<file path="config.mk">
export PLATFORM = sky130hd
export DESIGN_NAME = asg_front
export DESIGN_NICKNAME = d
export VERILOG_FILES = /design/src/rtl/core/arc_segment_generator_top_macros.svh /design/src/rtl/core/asg_pkg.sv /design/src/rtl/core/asg_front.sv
export SDC_FILE = /design/constraint.sdc
export NUM_CORES = 1
export LEC_CHECK = 0
export ABC_CLOCK_PERIOD_IN_PS = 9260
export BUFFER_PORTS_ARGS = -buffer_cell sky130_fd_sc_hd__buf_4
export CAP_MARGIN = 20
export CORE_ASPECT_RATIO = 0.6
export CORE_MARGIN = 8
export CORE_UTILIZATION = 52
export CTS_CLUSTER_SIZE = 12
export DETAILED_ROUTE_END_ITERATION = 7
export GPL_TIMING_DRIVEN = 1
export PLACE_DENSITY = 0.92
export SETUP_SLACK_MARGIN = 0.3
export SLEW_MARGIN = 20
export SYNTH_ARGS = -nofsm -noshare
export SYNTH_HDL_FRONTEND = slang
export SYNTH_SLANG_ARGS = --single-unit
</file>
<file path="constraint.sdc">
create_clock -name clk_i -period 9.26 [get_ports clk_i]
set_input_delay 0.926 -clock clk_i [delete_from_list [all_inputs] [get_ports clk_i]]
set_output_delay 0.926 -clock clk_i [all_outputs]
set_load 0.01 [all_outputs]
</file>
<file path="src/rtl/core/arc_segment_generator_top_macros.svh">
// ----------------------------------------------------------------------------
// Assertion macros for the arc segment generator
// Concurrent checks on clk_i, disabled while rst_ni is low; empty in synthesis.
// ----------------------------------------------------------------------------
`ifndef ARC_SEGMENT_GENERATOR_TOP_MACROS_SVH
`define ARC_SEGMENT_GENERATOR_TOP_MACROS_SVH

`ifndef SYNTHESIS
// Check that a property holds at every clock edge outside reset.
`define ASG_ASSERT(lbl, prop, msg) \
  lbl: assert property (@(posedge clk_i) disable iff (!rst_ni) (prop)) else $error(msg);
// Check that a condition never occurs outside reset.
`define ASG_NEVER(lbl, expr, msg) \
  lbl: assert property (@(posedge clk_i) disable iff (!rst_ni) !(expr)) else $error(msg);
`else
`define ASG_ASSERT(lbl, prop, msg)
`define ASG_NEVER(lbl, expr, msg)
`endif

`endif

</file>
<file path="src/rtl/core/asg_pkg.sv">
// ----------------------------------------------------------------------------
// Arc segment generator package
// Shared constants, item types and small arithmetic helpers.
// ----------------------------------------------------------------------------
package asg_pkg;

  localparam int unsigned ARC_POINTS = 16;
  localparam int unsigned SEG_DEN    = ARC_POINTS - 1;
  localparam int unsigned IDX_W      = $clog2(ARC_POINTS);
  localparam int unsigned REM_W      = $clog2(SEG_DEN);

  localparam int unsigned WORD_W  = 32;
  localparam int unsigned IN_W    = 9 * WORD_W;
  localparam int unsigned OUT_W   = 8 * WORD_W;

  // Angles in Q16.16 degrees, reduced into [0,360)
  localparam int unsigned ANG_W   = 25;
  localparam int unsigned RES_W   = 23;
  localparam logic [ANG_W-1:0] DEG360_A = 25'd23592960;
  localparam logic [ANG_W-1:0] DEG90_A  = 25'd5898240;
  localparam logic [ANG_W-1:0] DEG180_A = 25'd11796480;
  localparam logic [ANG_W-1:0] DEG270_A = 25'd17694720;
  localparam logic [33:0]      DEG360_W = 34'd23592960;
  // 365 full turns: lifts any folded start angle above zero
  localparam logic [33:0]      FOLD_BIAS = 34'd8611430400;

  // 360 degrees in Q16.16 is 45 * 2^19
  localparam int unsigned MOD_SHIFT  = 19;
  localparam int unsigned MOD_DIV    = 45;
  localparam int unsigned MAG_W      = 36;
  localparam int unsigned MAG_DIGITS = MAG_W / 4;
  localparam int unsigned MOD_DIGITS = 4;
  localparam int unsigned CALC_STEPS = MAG_DIGITS + MOD_DIGITS;
  localparam int unsigned STEP_W     = $clog2(CALC_STEPS);
  localparam logic [9:0]  SEG_DEN_V  = 10'(SEG_DEN);
  localparam logic [9:0]  MOD_DIV_V  = 10'(MOD_DIV);

  localparam int unsigned QUEUE_DEPTH = 2;
  localparam int unsigned QPTR_W      = $clog2(QUEUE_DEPTH);

  localparam int unsigned CORDIC_ITERS = 24;
  localparam logic signed [31:0] CORDIC_GAIN = 32'sd652032874;

  typedef enum logic [1:0] {
    QUAD_0 = 2'd0,
    QUAD_1 = 2'd1,
    QUAD_2 = 2'd2,
    QUAD_3 = 2'd3
  } quad_e;

  typedef struct packed {
    logic signed [31:0] cx;
    logic signed [31:0] cy;
    logic signed [31:0] cz;
    logic [31:0]        radius;
    logic [31:0]        color;
    logic [31:0]        param;
    logic [31:0]        flag;
  } req_t;

  typedef struct packed {
    req_t             req;
    logic [ANG_W-1:0] start_ang;
    logic [ANG_W-1:0] step_ang;
    logic [REM_W-1:0] step_rem;
    logic             neg;
  } job_t;

  typedef struct packed {
    req_t             req;
    logic [IDX_W-1:0] idx;
  } meta_t;

  typedef struct packed {
    logic [3:0] q;
    logic [9:0] r;
  } digit_t;

  // One radix-16 long-division step: v = {remainder, next digit}
  function automatic digit_t div_digit(input logic [9:0] v, input logic [9:0] dv);
    digit_t      res;
    logic [12:0] acc;
    logic [12:0] sub;
    acc   = {3'b000, v};
    res.q = '0;
    for (int k = 3; k >= 0; k--) begin
      sub = {3'b000, dv} << k;
      if (acc >= sub) begin
        acc      = acc - sub;
        res.q[k] = 1'b1;
      end
    end
    res.r = acc[9:0];
    return res;
  endfunction

  // Arctangent of 2^-k in Q8.24 degrees
  function automatic logic signed [31:0] atan_q24(input int unsigned k);
    logic signed [31:0] a;
    case (k)
      0:  a = 32'sd754974720;
      1:  a = 32'sd445687602;
      2:  a = 32'sd235489088;
      3:  a = 32'sd119537938;
      4:  a = 32'sd60000934;
      5:  a = 32'sd30029717;
      6:  a = 32'sd15018523;
      7:  a = 32'sd7509720;
      8:  a = 32'sd3754917;
      9:  a = 32'sd1877466;
      10: a = 32'sd938734;
      11: a = 32'sd469367;
      12: a = 32'sd234684;
      13: a = 32'sd117342;
      14: a = 32'sd58671;
      15: a = 32'sd29335;
      16: a = 32'sd14668;
      17: a = 32'sd7334;
      18: a = 32'sd3667;
      19: a = 32'sd1833;
      20: a = 32'sd917;
      21: a = 32'sd458;
      22: a = 32'sd229;
      23: a = 32'sd115;
      default: a = 32'sd0;
    endcase
    return a;
  endfunction

endpackage

</file>
<file path="src/rtl/core/asg_front.sv">
// ----------------------------------------------------------------------------
// Arc segment generator front end
// Accepts a request, folds the sweep and precomputes reduced start and step.
// ----------------------------------------------------------------------------
module asg_front (
  input  logic                        clk_i,
  input  logic                        rst_ni,
  input  logic                        s_tvalid_i,
  output logic                        s_tready_o,
  input  logic [asg_pkg::IN_W-1:0]    s_tdata_i,
  output logic                        job_valid_o,
  input  logic                        job_ready_i,
  output asg_pkg::job_t               job_o
);
  import asg_pkg::*;

  typedef enum logic [1:0] {
    ST_IDLE,
    ST_CALC,
    ST_PUSH
  } front_state_e;

  front_state_e      state_q;
  logic [STEP_W-1:0] step_q;

  req_t              req_q;
  logic              neg_q;
  logic [MAG_W-1:0]  mag_q;
  logic [MAG_W-1:0]  quo_q;
  logic [REM_W-1:0]  rem_q;
  logic [15:0]       ssrc_q;
  logic [5:0]        smod_q;
  logic [5:0]        dmod_q;
  logic [MOD_SHIFT-1:0] slow_q;
  logic [MOD_SHIFT-1:0] dlow_q;

  logic               accept;
  logic signed [31:0] start_w;
  logic signed [31:0] end_w;
  logic [33:0]        diff0;
  logic [33:0]        start_f;
  logic [33:0]        diff_f;
  logic [33:0]        mag_w;
  logic [33:0]        lift;
  digit_t             ddig;
  digit_t             sdig;
  digit_t             qdig;

  assign s_tready_o  = (state_q == ST_IDLE);
  assign job_valid_o = (state_q == ST_PUSH);
  assign accept      = s_tvalid_i && s_tready_o;

  always_comb begin
    start_w = s_tdata_i[159:128];
    end_w   = s_tdata_i[191:160];
    diff0   = {{2{end_w[31]}}, end_w} - {{2{start_w[31]}}, start_w};
    // fold once by a full turn when the sweep runs backward
    if (diff0[33]) begin
      start_f = {{2{start_w[31]}}, start_w} - DEG360_W;
      diff_f  = diff0 + DEG360_W;
    end else begin
      start_f = {{2{start_w[31]}}, start_w};
      diff_f  = diff0;
    end
    mag_w = diff_f[33] ? (34'd0 - diff_f) : diff_f;
    lift  = start_f + FOLD_BIAS;
    ddig  = div_digit(10'({rem_q, mag_q[MAG_W-1 -: 4]}), SEG_DEN_V);
    sdig  = div_digit({smod_q, ssrc_q[15:12]}, MOD_DIV_V);
    qdig  = div_digit({dmod_q, quo_q[MOD_SHIFT+15 -: 4]}, MOD_DIV_V);
  end

  always_ff @(posedge clk_i or negedge rst_ni) begin
    if (!rst_ni) begin
      state_q <= ST_IDLE;
      step_q  <= '0;
    end else begin
      case (state_q)
        ST_IDLE: begin
          if (accept) begin
            state_q <= ST_CALC;
            step_q  <= '0;
          end
        end
        ST_CALC: begin
          if (step_q == STEP_W'(CALC_STEPS - 1)) begin
            state_q <= ST_PUSH;
          end
          step_q <= step_q + 1'b1;
        end
        ST_PUSH: begin
          if (job_ready_i) begin
            state_q <= ST_IDLE;
          end
        end
        default: state_q <= ST_IDLE;
      endcase
    end
  end

  // Quotient of |diff| by the segment count, then its modulo 45*2^19; start reduced alongside
  always_ff @(posedge clk_i) begin
    if (accept) begin
      req_q.cx     <= s_tdata_i[31:0];
      req_q.cy     <= s_tdata_i[63:32];
      req_q.cz     <= s_tdata_i[95:64];
      req_q.radius <= s_tdata_i[127:96];
      req_q.color  <= s_tdata_i[223:192];
      req_q.param  <= s_tdata_i[255:224];
      req_q.flag   <= s_tdata_i[287:256];
      neg_q        <= diff_f[33];
      mag_q        <= MAG_W'(mag_w);
      quo_q        <= '0;
      rem_q        <= '0;
      ssrc_q       <= {1'b0, lift[33:MOD_SHIFT]};
      slow_q       <= lift[MOD_SHIFT-1:0];
      smod_q       <= '0;
      dmod_q       <= '0;
    end else if (state_q == ST_CALC) begin
      if (step_q < STEP_W'(MAG_DIGITS)) begin
        quo_q <= {quo_q[MAG_W-5:0], ddig.q};
        rem_q <= ddig.r[REM_W-1:0];
        mag_q <= mag_q << 4;
      end else begin
        if (step_q == STEP_W'(MAG_DIGITS)) begin
          dlow_q <= quo_q[MOD_SHIFT-1:0];
        end
        dmod_q <= qdig.r[5:0];
        quo_q  <= quo_q << 4;
      end
      if (step_q < STEP_W'(MOD_DIGITS)) begin
        smod_q <= sdig.r[5:0];
        ssrc_q <= ssrc_q << 4;
      end
    end
  end

  always_comb begin
    job_o.req       = req_q;
    job_o.start_ang = {smod_q, slow_q};
    job_o.step_ang  = {dmod_q, dlow_q};
    job_o.step_rem  = rem_q;
    job_o.neg       = neg_q;
  end

endmodule

</file>
==> impl_metrics.tcl, run 1 <==
set metrics [dict create \
    clkLatencyLatePin_ns 0.55 \
    max_clock_freq_mhz 177 \
    bufs_and_invs_on_worst_path 1 \
    globalplace.congestion 1.03 \
    io_buffer_count 572 \
    power_report.internal_total_mw 4.65 \
    setup.worst_path.class "reg2reg" \
    root_buffer "sky130_fd_sc_hd__clkbuf_16" \
    cts_tree "done" \
    synth_sequential_area_ratio_pct 55.3 \
    post_route_cells_drive_above_1_share_pct 30.5 \
    maxCapViolCount 0 \
    wire_per_inst_um 25.5 \
    setup.worst_path.end_class "register" \
    power_frac_seq_pct 32.9 \
    post_cts_resize_count 0 \
    clock_sink_count 372 \
    hold_class "in2async" \
    antenna_found_initial 7 \
    grt_setup_unrepaired "false" \
    grt_use_total_pct 30.4 \
    report.power.total_mw 8.07 \
    power.net_switching_mw 3.41 \
    maximum_number_of_pins_on_one_net_before_global_route_repair 172 \
    grt_first_pass_wirelength_mm 101 \
    postLayoutCoreUtil_pct 68.5 \
    data_required_time_at_the_worst_endpoint_ns 9.69 \
    critical_path.top_delay_family "compound AO/OA/AOI/OAI gates" \
    detail_route.drc_violations 0 \
    critical_path_arrival_ns 6.07 \
    run_status "complete, no violations" \
    grt_pass1_vias 15800 \
    setup_tns_ns 0 \
    ys_async_sr_fraction_pct 1.61 \
    row_count 54 \
    edff_count_synth 312 \
    crit_slowest_cell "sky130_fd_sc_hd__o31ai_2" \
    timing.critical_path.fanout_max 11 \
    dieHeight_um 165 \
    areaGrowthSynthToFinish_pct 29.8 \
    via_per_inst 6.19 \
    clkPwrFrac_pct 17.3 \
    comb_power_share_pct 49.8 \
    timing.critical_path.cells "inv_1 -> ha_1 -> nand4b_1 -> a21oi_2 -> xor2_1 -> nand4_1 -> a21o_1 -> a221o_1 -> o31ai_2 -> mux2i_2 -> o21ai_2 -> and2_4 -> or3_1 -> a32o_1" \
    setup-violations-final 0 \
    clock-skew-final_ns 0.0258 \
    netSwitchingFraction_pct 42.3 \
    core_region_area_mm2 0.0363 \
    vdd_drop_max_mv 0.230 \
    dp_hpwl_mm 55.9 \
    power_per_cell_area_mw_per_mm2 324 \
    place_area_mm2 0.0238 \
    slew-limit-headroom_pct 28.6 \
    pin_count 573 \
    route.final.wire_length_mm 70.3 \
    tritoncts.num_buffers 37 \
    cts_hold_buffers 0 \
    post-route-min-period_ns 5.64 \
    worst_pin_slew_ns 1.07 \
    drt_pass1_iterations 8 \
    total_setup_buffers_inserted_after_cts 0 \
    initial_core_util_pct 52.8 \
    grt.overflow.total 0 \
    timing.final.max_slew_violations 0 \
    final_area_mm2 0.0249 \
    cp_slowest_stage_delay_ns 0.76 \
    clkSlewWorstSetupHoldPaths_ns 0.07 \
    route.antenna.remaining_nets 0 \
    critPathLaunchType "register" \
    synthesis.nets 2056 \
    power_leakage_nw 9.96 \
    dr_total_vias 17100 \
    postSynthRegisterBits 372 \
    most_used_flip_flop_cell_after_synthesis "sky130_fd_sc_hd__edfxtp_1" \
    fin_crit_sh_pct 60.9 \
    synth_warnings 0 \
    finish.net_count 2594 \
    yosysUniqueCellTypes 119 \
    cts.path.max_buffers 3 \
    syn_area_mm2 0.0192 \
    cts_max_level 2 \
    drt_first_iter_violations 2571 \
    fp.dieArea_mm2 0.0435 \
    post_synth_inst_count 1718 \
    syn_avg_cell_area_um2 11.2 \
    hold_viol_final 0 \
    die-width_um 264 \
]
[Yosys cell counts, types with 10 or more instances]
library cell,count,area share (%)
sky130_fd_sc_hd__o31ai_1,20,0.78
sky130_fd_sc_hd__inv_1,77,1.5
sky130_fd_sc_hd__nand2_1,178,3.5
sky130_fd_sc_hd__or2_2,10,0.33
sky130_fd_sc_hd__nor2_1,79,1.5
sky130_fd_sc_hd__a211oi_1,17,0.67
sky130_fd_sc_hd__o211ai_1,12,0.47
sky130_fd_sc_hd__mux2i_1,21,1.1
sky130_fd_sc_hd__or3_1,16,0.52
sky130_fd_sc_hd__o21ai_0,78,2.0
sky130_fd_sc_hd__nand4_1,17,0.55
sky130_fd_sc_hd__nand3_1,65,1.7
sky130_fd_sc_hd__a31oi_1,19,0.62
sky130_fd_sc_hd__xnor2_1,68,3.1
sky130_fd_sc_hd__xor2_1,30,1.4
sky130_fd_sc_hd__o21ai_1,37,0.97
sky130_fd_sc_hd__clkbuf_1,39,0.76
sky130_fd_sc_hd__nor4_1,13,0.42
sky130_fd_sc_hd__a21oi_1,99,2.6
sky130_fd_sc_hd__ha_1,45,2.9
sky130_fd_sc_hd__a21o_1,23,0.90
sky130_fd_sc_hd__nor3_1,39,1.0
sky130_fd_sc_hd__o21a_1,18,0.70
sky130_fd_sc_hd__nand2b_1,12,0.39
sky130_fd_sc_hd__and2_1,14,0.46
sky130_fd_sc_hd__and3_1,24,0.78
sky130_fd_sc_hd__buf_2,28,0.73
sky130_fd_sc_hd__edfxtp_1,312,49
sky130_fd_sc_hd__dfxtp_1,54,5.6
[layout by cell type, fill, tap and decap left out, types with 8 or more instances in the layout]
cell type,netlist,layout
sky130_fd_sc_hd__buf_4,3,578
sky130_fd_sc_hd__edfxtp_1,312,312
sky130_fd_sc_hd__nand2_1,178,177
sky130_fd_sc_hd__a21oi_1,99,98
sky130_fd_sc_hd__nor2_1,79,79
sky130_fd_sc_hd__o21ai_0,78,78
sky130_fd_sc_hd__inv_1,77,76
sky130_fd_sc_hd__xnor2_1,68,68
sky130_fd_sc_hd__nand3_1,65,65
sky130_fd_sc_hd__dfxtp_1,54,54
sky130_fd_sc_hd__ha_1,45,45
sky130_fd_sc_hd__nor3_1,39,39
sky130_fd_sc_hd__clkbuf_16,0,38
sky130_fd_sc_hd__o21ai_1,37,37
sky130_fd_sc_hd__xor2_1,30,30
sky130_fd_sc_hd__and3_1,24,24
sky130_fd_sc_hd__a21o_1,23,23
sky130_fd_sc_hd__mux2i_1,21,21
sky130_fd_sc_hd__o31ai_1,20,20
sky130_fd_sc_hd__a31oi_1,19,19
sky130_fd_sc_hd__o21a_1,18,18
sky130_fd_sc_hd__clkbuf_1,39,18
sky130_fd_sc_hd__a211oi_1,17,17
sky130_fd_sc_hd__nand4_1,17,17
sky130_fd_sc_hd__or3_1,16,16
sky130_fd_sc_hd__and2_1,14,14
sky130_fd_sc_hd__nand2b_1,12,12
sky130_fd_sc_hd__nor4_1,13,12
sky130_fd_sc_hd__o211ai_1,12,12
sky130_fd_sc_hd__or2_2,10,10
sky130_fd_sc_hd__o31a_1,9,9
sky130_fd_sc_hd__a311oi_1,9,9
sky130_fd_sc_hd__a22o_1,9,9
sky130_fd_sc_hd__mux2_2,8,8
[metal layers]
layer  vias up  track usage, %  routed length [um]
li1       7578               -                   -
met1      8242            40.5               27900
met2      1114            50.3               33500
met3       134            6.02                6710
met4         2            9.25                2190
met5         -               0                  13
[sequential cells by signal, summed over array words and instances, names as in the netlist]
| name | flops |
|---|---|
| neg_q | 1 |
| ssrc_q | 16 |
| quo_q | 35 |
| dlow_q | 19 |
| state_q | 2 |
| smod_q | 6 |
| dmod_q | 6 |
| slow_q | 19 |
| step_q | 4 |
| mag_q | 36 |
| job_o | 224 |
| rem_q | 4 |
[final timing paths]
kind / startpoint / slack [ns] / depth (start not counted) / endpoint
max: smod_q[0] / 3.62 / 14 / smod_q[1]
min: rst_ni / 0.20 / 1 / step_q[3]
min in group clk_i: quo_q[27] / 0.45 / 2 / quo_q[31]
min reg2reg: quo_q[27] / 0.45 / 2 / quo_q[31]
max in group asynchronous: rst_ni / 8.94 / 1 / step_q[1]
max reg2reg: smod_q[0] / 3.62 / 14 / smod_q[1]
[through the flow]
stage	hold WS, ns	setup slack, ns	cells
2_1_floorplan	0.408	0.375	1718
3_3_place_gp	0.440	3.50	2693
3_5_place_dp	0.432	3.28	2693
4_1_cts	0.185	3.80	2753
5_1_grt	0.190	3.34	2758
6_report	0.197	3.62	2758
[power by group through the flow]
stage,clock network (mW),registers (mW),logic [mW]
after floorplan,0,2.63,2.84
after global placement,0,2.64,3.75
after detailed placement,0,2.67,3.90
after CTS,1.41,2.64,3.92
after global routing,1.46,2.69,4.35
final,1.39,2.65,4.02
[cells by family (layout without fill, tap and decap cells)]
| kind of cell | count (synthesis) | in the layout | synth area share (%) |
|---|---|---|---|
| and+or+nand+nor | 525 | 525 | 13.9 |
| buffers and inverters | 158 | 717 | 3.37 |
| muxes | 30 | 30 | 1.64 |
| adders and majority gates | 49 | 49 | 3.20 |
| DFF | 372 | 372 | 55.3 |
| AOI/OAI and AO/OA | 483 | 483 | 17.9 |
| other | 0 | 5 | 0 |
| xor gates and xnor gates | 101 | 101 | 4.73 |
[area by class of cell]
| type | count | area (um^2) |
|---|---|---|
| multi-input cells | 1188 | 7940 |
| clock buffers | 57 | 1030 |
| inverters | 78 | 300 |
| diodes | 5 | 12.5 |
| clock inverters | 3 | 40.0 |
| repair buffers | 579 | 4360 |
| fillers | 2655 | 11500 |
| well taps | 476 | 596 |
| flip-flops and latches | 372 | 10600 |
Power figures use the tool's default switching activity.
==> run 2: changes to the inputs <==
--- a/config.mk
+++ b/config.mk
@@ -5,16 +5,16 @@
 export SDC_FILE = /design/constraint.sdc
 export NUM_CORES = 1
 export LEC_CHECK = 0
-export ABC_CLOCK_PERIOD_IN_PS = 9260
+export ABC_CLOCK_PERIOD_IN_PS = 4500
 export BUFFER_PORTS_ARGS = -buffer_cell sky130_fd_sc_hd__buf_4
 export CAP_MARGIN = 20
 export CORE_ASPECT_RATIO = 0.6
 export CORE_MARGIN = 8
-export CORE_UTILIZATION = 52
+export CORE_UTILIZATION = 47
 export CTS_CLUSTER_SIZE = 12
 export DETAILED_ROUTE_END_ITERATION = 7
 export GPL_TIMING_DRIVEN = 1
-export PLACE_DENSITY = 0.92
+export PLACE_DENSITY = 0.89
 export SETUP_SLACK_MARGIN = 0.3
 export SLEW_MARGIN = 20
 export SYNTH_ARGS = -nofsm -noshare
==> constraint.sdc (replaced) <==
create_clock -name clk_i -period 4.5 [get_ports clk_i]
set_input_delay 0.45 -clock clk_i [delete_from_list [all_inputs] [get_ports clk_i]]
set_output_delay 0.45 -clock clk_i [all_outputs]
set_load 0.01 [all_outputs]
==> run 2 against run 1 <==
  * Sequential power is 100% higher
  * Hold slack worse by 0.12 ns
  * Sequential share of layout area is 2.8 points lower
  * Total power is 120% higher
  * Fmax is 36% higher
  * Wire length is 0.99% higher
  * Final area is 7.0% higher
  * Clock skew is 0.011 ns lower
  * Global-route usage is 2.6 points lower
  * Non-clock buffer count is 143 higher
==> impl_metrics.tcl, run 2 (synthesis results as in run 1) <==
set metrics [dict create \
    run_status "complete, no violations" \
    clock_sink_count 372 \
    fillers 2924 \
    clkSlewWorstSetupHoldPaths_ns 0.06 \
    route.final.wire_length_mm 71.0 \
    cts_max_level 2 \
    setup.worst_path.end_class "register" \
    critPathLaunchType "register" \
    dr_total_vias 17600 \
    tritoncts.num_buffers 38 \
    root_buffer "sky130_fd_sc_hd__clkbuf_16" \
    comb_power_share_pct 53.8 \
    fin_crit_sh_pct 92.2 \
    setup-violations-final 0 \
    slew-limit-headroom_pct 29.3 \
    final_area_mm2 0.0266 \
    data_required_time_at_the_worst_endpoint_ns 4.92 \
    most_used_cells_in_the_layout_excluding_fill_and_tap_cells "717 x sky130_fd_sc_hd__buf_4, 312 x sky130_fd_sc_hd__edfxtp_1, 176 x sky130_fd_sc_hd__nand2_1, 94 x sky130_fd_sc_hd__a21oi_1, 77 x sky130_fd_sc_hd__o21ai_0" \
    post_route_cells_drive_above_1_share_pct 37.6 \
    dieHeight_um 172 \
    core_region_area_mm2 0.0404 \
    hold_viol_final 0 \
    post-route-min-period_ns 4.15 \
    globalplace.congestion 0.953 \
    wire_per_inst_um 24.0 \
    detail_route.drc_violations 0 \
    dp_hpwl_mm 56.0 \
    power.net_switching_mw 7.60 \
    route.antenna.remaining_nets 0 \
    place_area_mm2 0.0249 \
    layout_commonest_cell "sky130_fd_sc_hd__buf_4" \
    io_buffer_count 572 \
    hold_class "in2reg" \
    drt_first_iter_violations 2100 \
    areaGrowthSynthToFinish_pct 38.8 \
    pin_count 573 \
    cts_tree "done" \
    critical_path_arrival_ns 4.57 \
    worst_pin_slew_ns 1.06 \
    grt.overflow.total 0 \
    maximum_number_of_pins_on_one_net_before_global_route_repair 177 \
    clkLatencyLatePin_ns 0.55 \
    initial_core_util_pct 47.5 \
    power_frac_seq_pct 29.7 \
    grt_first_pass_wirelength_mm 103 \
    via_per_inst 5.94 \
    finish.net_count 2738 \
    power_report.internal_total_mw 10.5 \
    power_per_cell_area_mw_per_mm2 679 \
    die-width_um 277 \
    grt_pass1_vias 16400 \
    maxCapViolCount 0 \
    row_count 57 \
    setup_ws_ns 0.350 \
    clkPwrFrac_pct 16.5 \
    grt_setup_unrepaired "true" \
    largest_register_ffs 224 \
    antenna_found_initial 6 \
    power_leakage_nw 10.8 \
    timing.final.max_slew_violations 0 \
    setup.worst_path.class "reg2reg" \
    vdd_drop_max_mv 0.420 \
    netSwitchingFraction_pct 42.1 \
    timing.critical_path.fanout_max 10 \
    max_clock_freq_mhz 241 \
    grt_use_total_pct 27.7 \
    dp_slack_ns -0.226 \
    fp.dieArea_mm2 0.0477 \
    drt_pass1_iterations 6 \
    clock-skew-final_ns 0.0147 \
    cts.path.max_buffers 3 \
]
==> run 2: cell types whose count changed in the layout (fill, tap and decap cells not counted), sizes merged <==
cell	change
inv	-1
dlygate4sd3	+1
clkbuf	-4
buf	+142
bufinv	+1
clkinvlp	+1
clkinv	+4
==> run 2: what timing repair did <==
action / CTS / global route
pin swaps: 1 / 23
buffers inserted: 2 / 15
resized for setup: 11 / 65
hold buffers: 1 / 0
setup endpoints to repair: 9 / 52
hold endpoints to repair: 6 / 0
==> run 2: through the flow <==
stage | power, mW | TNS, ns | utilization [%] | instances | hold slack (ns)
after floorplan | 11.2 | 0 | - | 1718 | 0.154
after global placement | 13.7 | -0.231 | 61.8 | 2873 | 0.259
after detailed placement | 14.2 | -2.12 | 61.8 | 2873 | 0.263
after CTS | 17.3 | 0 | 64.8 | 2937 | 0.0521
after global routing | 19.0 | 0 | 65.9 | 2956 | 0.0557
final | 18.1 | 0 | 66.0 | 2957 | 0.0764
==> run 2: final timing paths <==
check                                    from    endpoint  slack, ns  cells past startpoint
worst max-delay path                smod_q[1]   smod_q[1]       0.35                     12
worst min-delay path            s_tdata_i[80]  job_o[199]       0.08                      1
worst max register to register      smod_q[1]   smod_q[1]       0.35                     12
worst min register to register      quo_q[19]   quo_q[23]       0.46                      2
max in group asynchronous              rst_ni  state_q[0]       4.11                      2
min in group asynchronous              rst_ni   step_q[0]       0.26                      2
==> run 2: worst max-delay path, cell delays in order (launching register included) <==
cell and delay, ns:
sky130_fd_sc_hd__dfxtp_1 0.58, sky130_fd_sc_hd__and4bb_1 0.42, sky130_fd_sc_hd__and3_2 0.39, sky130_fd_sc_hd__o21ba_2 0.28, sky130_fd_sc_hd__nor4_4 0.09, sky130_fd_sc_hd__a21o_2 0.30, sky130_fd_sc_hd__a221o_1 0.44, sky130_fd_sc_hd__o31ai_4 0.33
sky130_fd_sc_hd__mux2i_2 0.32, sky130_fd_sc_hd__o21ai_2 0.11, sky130_fd_sc_hd__and2_4 0.18, sky130_fd_sc_hd__or3_1 0.33, sky130_fd_sc_hd__a32o_1 0.27
==> run 2: power groups by stage <==
stage | combinational (mW) | clock [mW] | sequential [mW]
CTS | 8.97 | 3.03 | 5.31
global placement | 8.41 | 0 | 5.32
floorplan | 5.89 | 0 | 5.30
finish | 9.72 | 2.99 | 5.36
detailed placement | 8.82 | 0 | 5.36
global route | 10.4 | 3.16 | 5.44
==> run 2: area by class of cell <==
class | instances | area (um^2) | area share (%)
timing repair buffer | 722 | 5450 | 20.5
clock buffer | 53 | 1030 | 3.86
tap | 531 | 664 | 2.50
multi-input combinational | 1188 | 8430 | 31.7
clock inverter | 8 | 115 | 0.432
inverter | 78 | 320 | 1.20
antenna | 5 | 12.5 | 0.0470
sequential | 372 | 10600 | 39.8
==> run 2: per-layer routing <==
| metal | wire length (um) | part of all wire [%] | global-route usage, % | up-vias |
|---|---|---|---|---|
| met4 | 1590 | 2.2 | 6.48 | 0 |
| li1 | - | - | - | 7883 |
| met5 | 0 | 0 | 0 | - |
| met1 | 29100 | 41 | 37.2 | 8606 |
| met3 | 5310 | 7.5 | 4.57 | 112 |
| met2 | 35000 | 49 | 47.4 | 962 |
==> run 3: changes to the inputs <==
--- a/config.mk
+++ b/config.mk
@@ -6,12 +6,11 @@
 export NUM_CORES = 1
 export LEC_CHECK = 0
 export ABC_CLOCK_PERIOD_IN_PS = 4500
-export BUFFER_PORTS_ARGS = -buffer_cell sky130_fd_sc_hd__buf_4
+export BUFFER_PORTS_ARGS = -buffer_cell sky130_fd_sc_hd__buf_2
 export CAP_MARGIN = 20
 export CORE_ASPECT_RATIO = 0.6
 export CORE_MARGIN = 8
 export CORE_UTILIZATION = 47
-export CTS_CLUSTER_SIZE = 12
 export DETAILED_ROUTE_END_ITERATION = 7
 export GPL_TIMING_DRIVEN = 1
 export PLACE_DENSITY = 0.89
==> run 3 against run 2 <==
  * Register-to-register slack worse by 0.05 ns
  * Clock skew up 0.012 ns
  * Final area down 5.4%
  * Combinational power down 4.0%
  * Largest cell class unchanged
  * Hold slack worse by 0.0082 ns
  * Core utilization down 3.6 points
  * Critical path depth up 5
  * Sequential share of layout area up 2.3 points
  * Fmax down 1.1%
  * Count of clock-buffer cells in the layout down 14
  * Via count down 0.72%
==> impl_metrics.tcl, run 3 (synthesis results as in run 1) <==
set metrics [dict create \
    r2r_cells 17 \
    initial_core_util_pct 47.5 \
    timing.final.max_slew_violations 0 \
    areaGrowthSynthToFinish_pct 31.3 \
    setup.worst_path.class "reg2reg" \
    cts_max_level 2 \
    tritoncts.num_buffers 36 \
    grt_first_pass_wirelength_mm 99.4 \
    dieHeight_um 172 \
    maxCapViolCount 0 \
    slew-limit-headroom_pct 34.5 \
    timing.critical_path.fanout_max 8 \
    highest-signal-layer "met5" \
    clock-skew-final_ns 0.0266 \
    crit_start "rem_q[0]" \
    root_buffer "sky130_fd_sc_hd__clkbuf_16" \
    crit_slowest_cell "sky130_fd_sc_hd__dfxtp_1" \
    route.antenna.remaining_nets 0 \
    row_count 57 \
    core_region_area_mm2 0.0404 \
    power_frac_seq_pct 30.1 \
    maximum_number_of_pins_on_one_net_before_global_route_repair 149 \
    critical_path_arrival_ns 4.61 \
    cell_seen_most_often_among_critical_path_stages "sky130_fd_sc_hd__ha_1" \
    power_leakage_nw 10.3 \
    post_route_cells_drive_above_1_share_pct 37.6 \
    vdd_drop_max_mv 0.433 \
    reg2reg_from "rem_q[0]" \
    fp.dieArea_mm2 0.0477 \
    clock_sink_count 372 \
    drt_pass1_iterations 6 \
    wire_per_inst_um 23.4 \
    setup-violations-final 0 \
    route.final.wire_length_mm 69.4 \
    dp_hpwl_mm 55.1 \
    worst_pin_slew_ns 0.983 \
    cts_tree "done" \
    largest_register_ffs 224 \
    power.net_switching_mw 7.49 \
    cts.path.max_buffers 3 \
    r2r_setup_slack_ns 0.30 \
    hold_viol_final 0 \
    final_area_mm2 0.0252 \
    io_buffer_count 572 \
    comb_power_share_pct 52.6 \
    setup.worst_path.end_class "register" \
    power_report.internal_total_mw 10.2 \
    antenna_found_initial 17 \
    place.detailed.instances 2868 \
    multiInputGateArea_mm2 0.00834 \
    clkSlewWorstSetupHoldPaths_ns 0.07 \
    grt_setup_unrepaired "true" \
    grt_pass1_vias 16000 \
    data_required_time_at_the_worst_endpoint_ns 4.91 \
    critPathLaunchType "register" \
    stdcell_count 2970 \
    finish.net_count 2738 \
    timing.critical_path.cells "ha_1 -> a31oi_2 -> o31a_1 -> a31oi_1 -> o31ai_2 -> nor2_2 -> xnor2_1 -> ha_2 -> o21ai_0 -> mux2_2 -> o211ai_2 -> xor2_1 -> ha_1 -> a21o_1 -> a21oi_2 -> mux2i_1 -> o21ai_1" \
    wl_met1_mm 28.6 \
    power_per_cell_area_mw_per_mm2 704 \
    drt_first_iter_violations 2109 \
    netSwitchingFraction_pct 42.2 \
    dr_wl_met3_mm 5.43 \
    most_used_cells_in_the_layout_excluding_fill_and_tap_cells "571 x sky130_fd_sc_hd__buf_2, 312 x sky130_fd_sc_hd__edfxtp_1, 176 x sky130_fd_sc_hd__nand2_1, 149 x sky130_fd_sc_hd__buf_4, 95 x sky130_fd_sc_hd__a21oi_1" \
    max_clock_freq_mhz 238 \
    clkPwrFrac_pct 17.3 \
    grt.overflow.total 0 \
    place_area_mm2 0.0235 \
    detail_route.drc_violations 0 \
    die-width_um 277 \
    clkLatencyLatePin_ns 0.55 \
    dr_total_vias 17400 \
    fin_crit_sh_pct 93.3 \
    cp_slowest_stage_delay_ns 0.40 \
    via_per_inst 5.87 \
    post-route-min-period_ns 4.20 \
    fillers 3182 \
    grt_use_total_pct 26.7 \
    globalplace.congestion 1.01 \
    routed-wl-met2_mm 33.5 \
    hold_class "in2reg" \
    layout_commonest_cell "sky130_fd_sc_hd__buf_2" \
    pin_count 573 \
    ff_latch_area_mm2 0.0106 \
    critical_path.reg2reg.endpoint "rem_q[1]" \
    run_status "complete, no violations" \
    critical_path.endpoint "rem_q[1]" \
]
run 3: cell types whose count changed in the layout (fill, tap and decap cells not counted), sizes merged:
cell / before / now
clkinvlp: 1 / 2
diode: 5 / 11
clkinv: 6 / 16
clkbuf: 53 / 39
inv: 78 / 84
buf: 721 / 723
bufinv: 1 / 3
run 3: per-layer routing:
layer  vias to the layer above  global-route usage (%)
met2                       984                    44.8
met5                         -                       0
met1                      8432                    35.9
li1                       7903                       -
met3                       115                    4.10
met4                         2                    8.07
run 3: critical path, delay by kind of cell (launching register included):
family	cells	cell delay [ns]
AO/OA/AOI/OAI	9	1.87
multiplexers	2	0.54
AND/OR/NAND/NOR	1	0.09
adder cells (fa/ha/maj)	3	0.81
flip-flops	1	0.40
XOR/XNOR	2	0.38
run 3: area by class of cell:
class / instances / share of cell area (%)
well taps: 531 / 2.64
clock inverters: 27 / 0.984
multi-input cells: 1188 / 33.1
flip-flops and latches: 372 / 42.1
repair buffers: 724 / 16.0
inverters: 78 / 1.26
clock buffers: 39 / 3.70
diodes: 11 / 0.109
run 3: per-stage QoR:
step	hold WS, ns	utilization, %	TNS (ns)	total power [mW]	setup slack [ns]
6_report	0.0682	62.4	0	17.7	0.303
5_1_grt	0.0545	62.4	0	18.7	0.135
4_1_cts	0.0477	61.4	0	17.1	0.293
3_5_place_dp	0.286	58.2	-1.98	13.8	-0.210
3_3_place_gp	0.281	58.2	-0.316	13.4	-0.137
2_1_floorplan	0.154	-	0	11.2	0.0790
run 3: repair_timing:
| action | in CTS | in global routing |
|---|---|---|
| gates resized for setup | 12 | 54 |
| setup endpoints to repair | 8 | 52 |
| endpoints found under the hold margin | 6 | 0 |
| pin swaps | 1 | 15 |
| buffers inserted | 6 | 18 |
| hold buffers | 1 | 0 |
run 3: how the worst min path moves through the flow:
stage              startpoint          to  slack, ns  cells after the start
5_1_grt         s_tdata_i[33]  job_o[216]       0.05                      1
4_1_cts         s_tdata_i[94]  job_o[213]       0.05                      1
3_5_place_dp           rst_ni  state_q[1]       0.29                      1
6_report       s_tdata_i[286]   job_o[85]       0.07                      1
2_1_floorplan          rst_ni  state_q[0]       0.15                      0
3_3_place_gp           rst_ni  state_q[1]       0.28                      1
run 3: power by group through the flow:
stage / sequential, mW / clock (mW) / combinational [mW]
6_report: 5.34 / 3.07 / 9.33
5_1_grt: 5.42 / 3.23 / 10.0
4_1_cts: 5.30 / 3.12 / 8.66
3_5_place_dp: 5.36 / 0 / 8.47
3_3_place_gp: 5.32 / 0 / 8.12
2_1_floorplan: 5.30 / 0 / 5.89
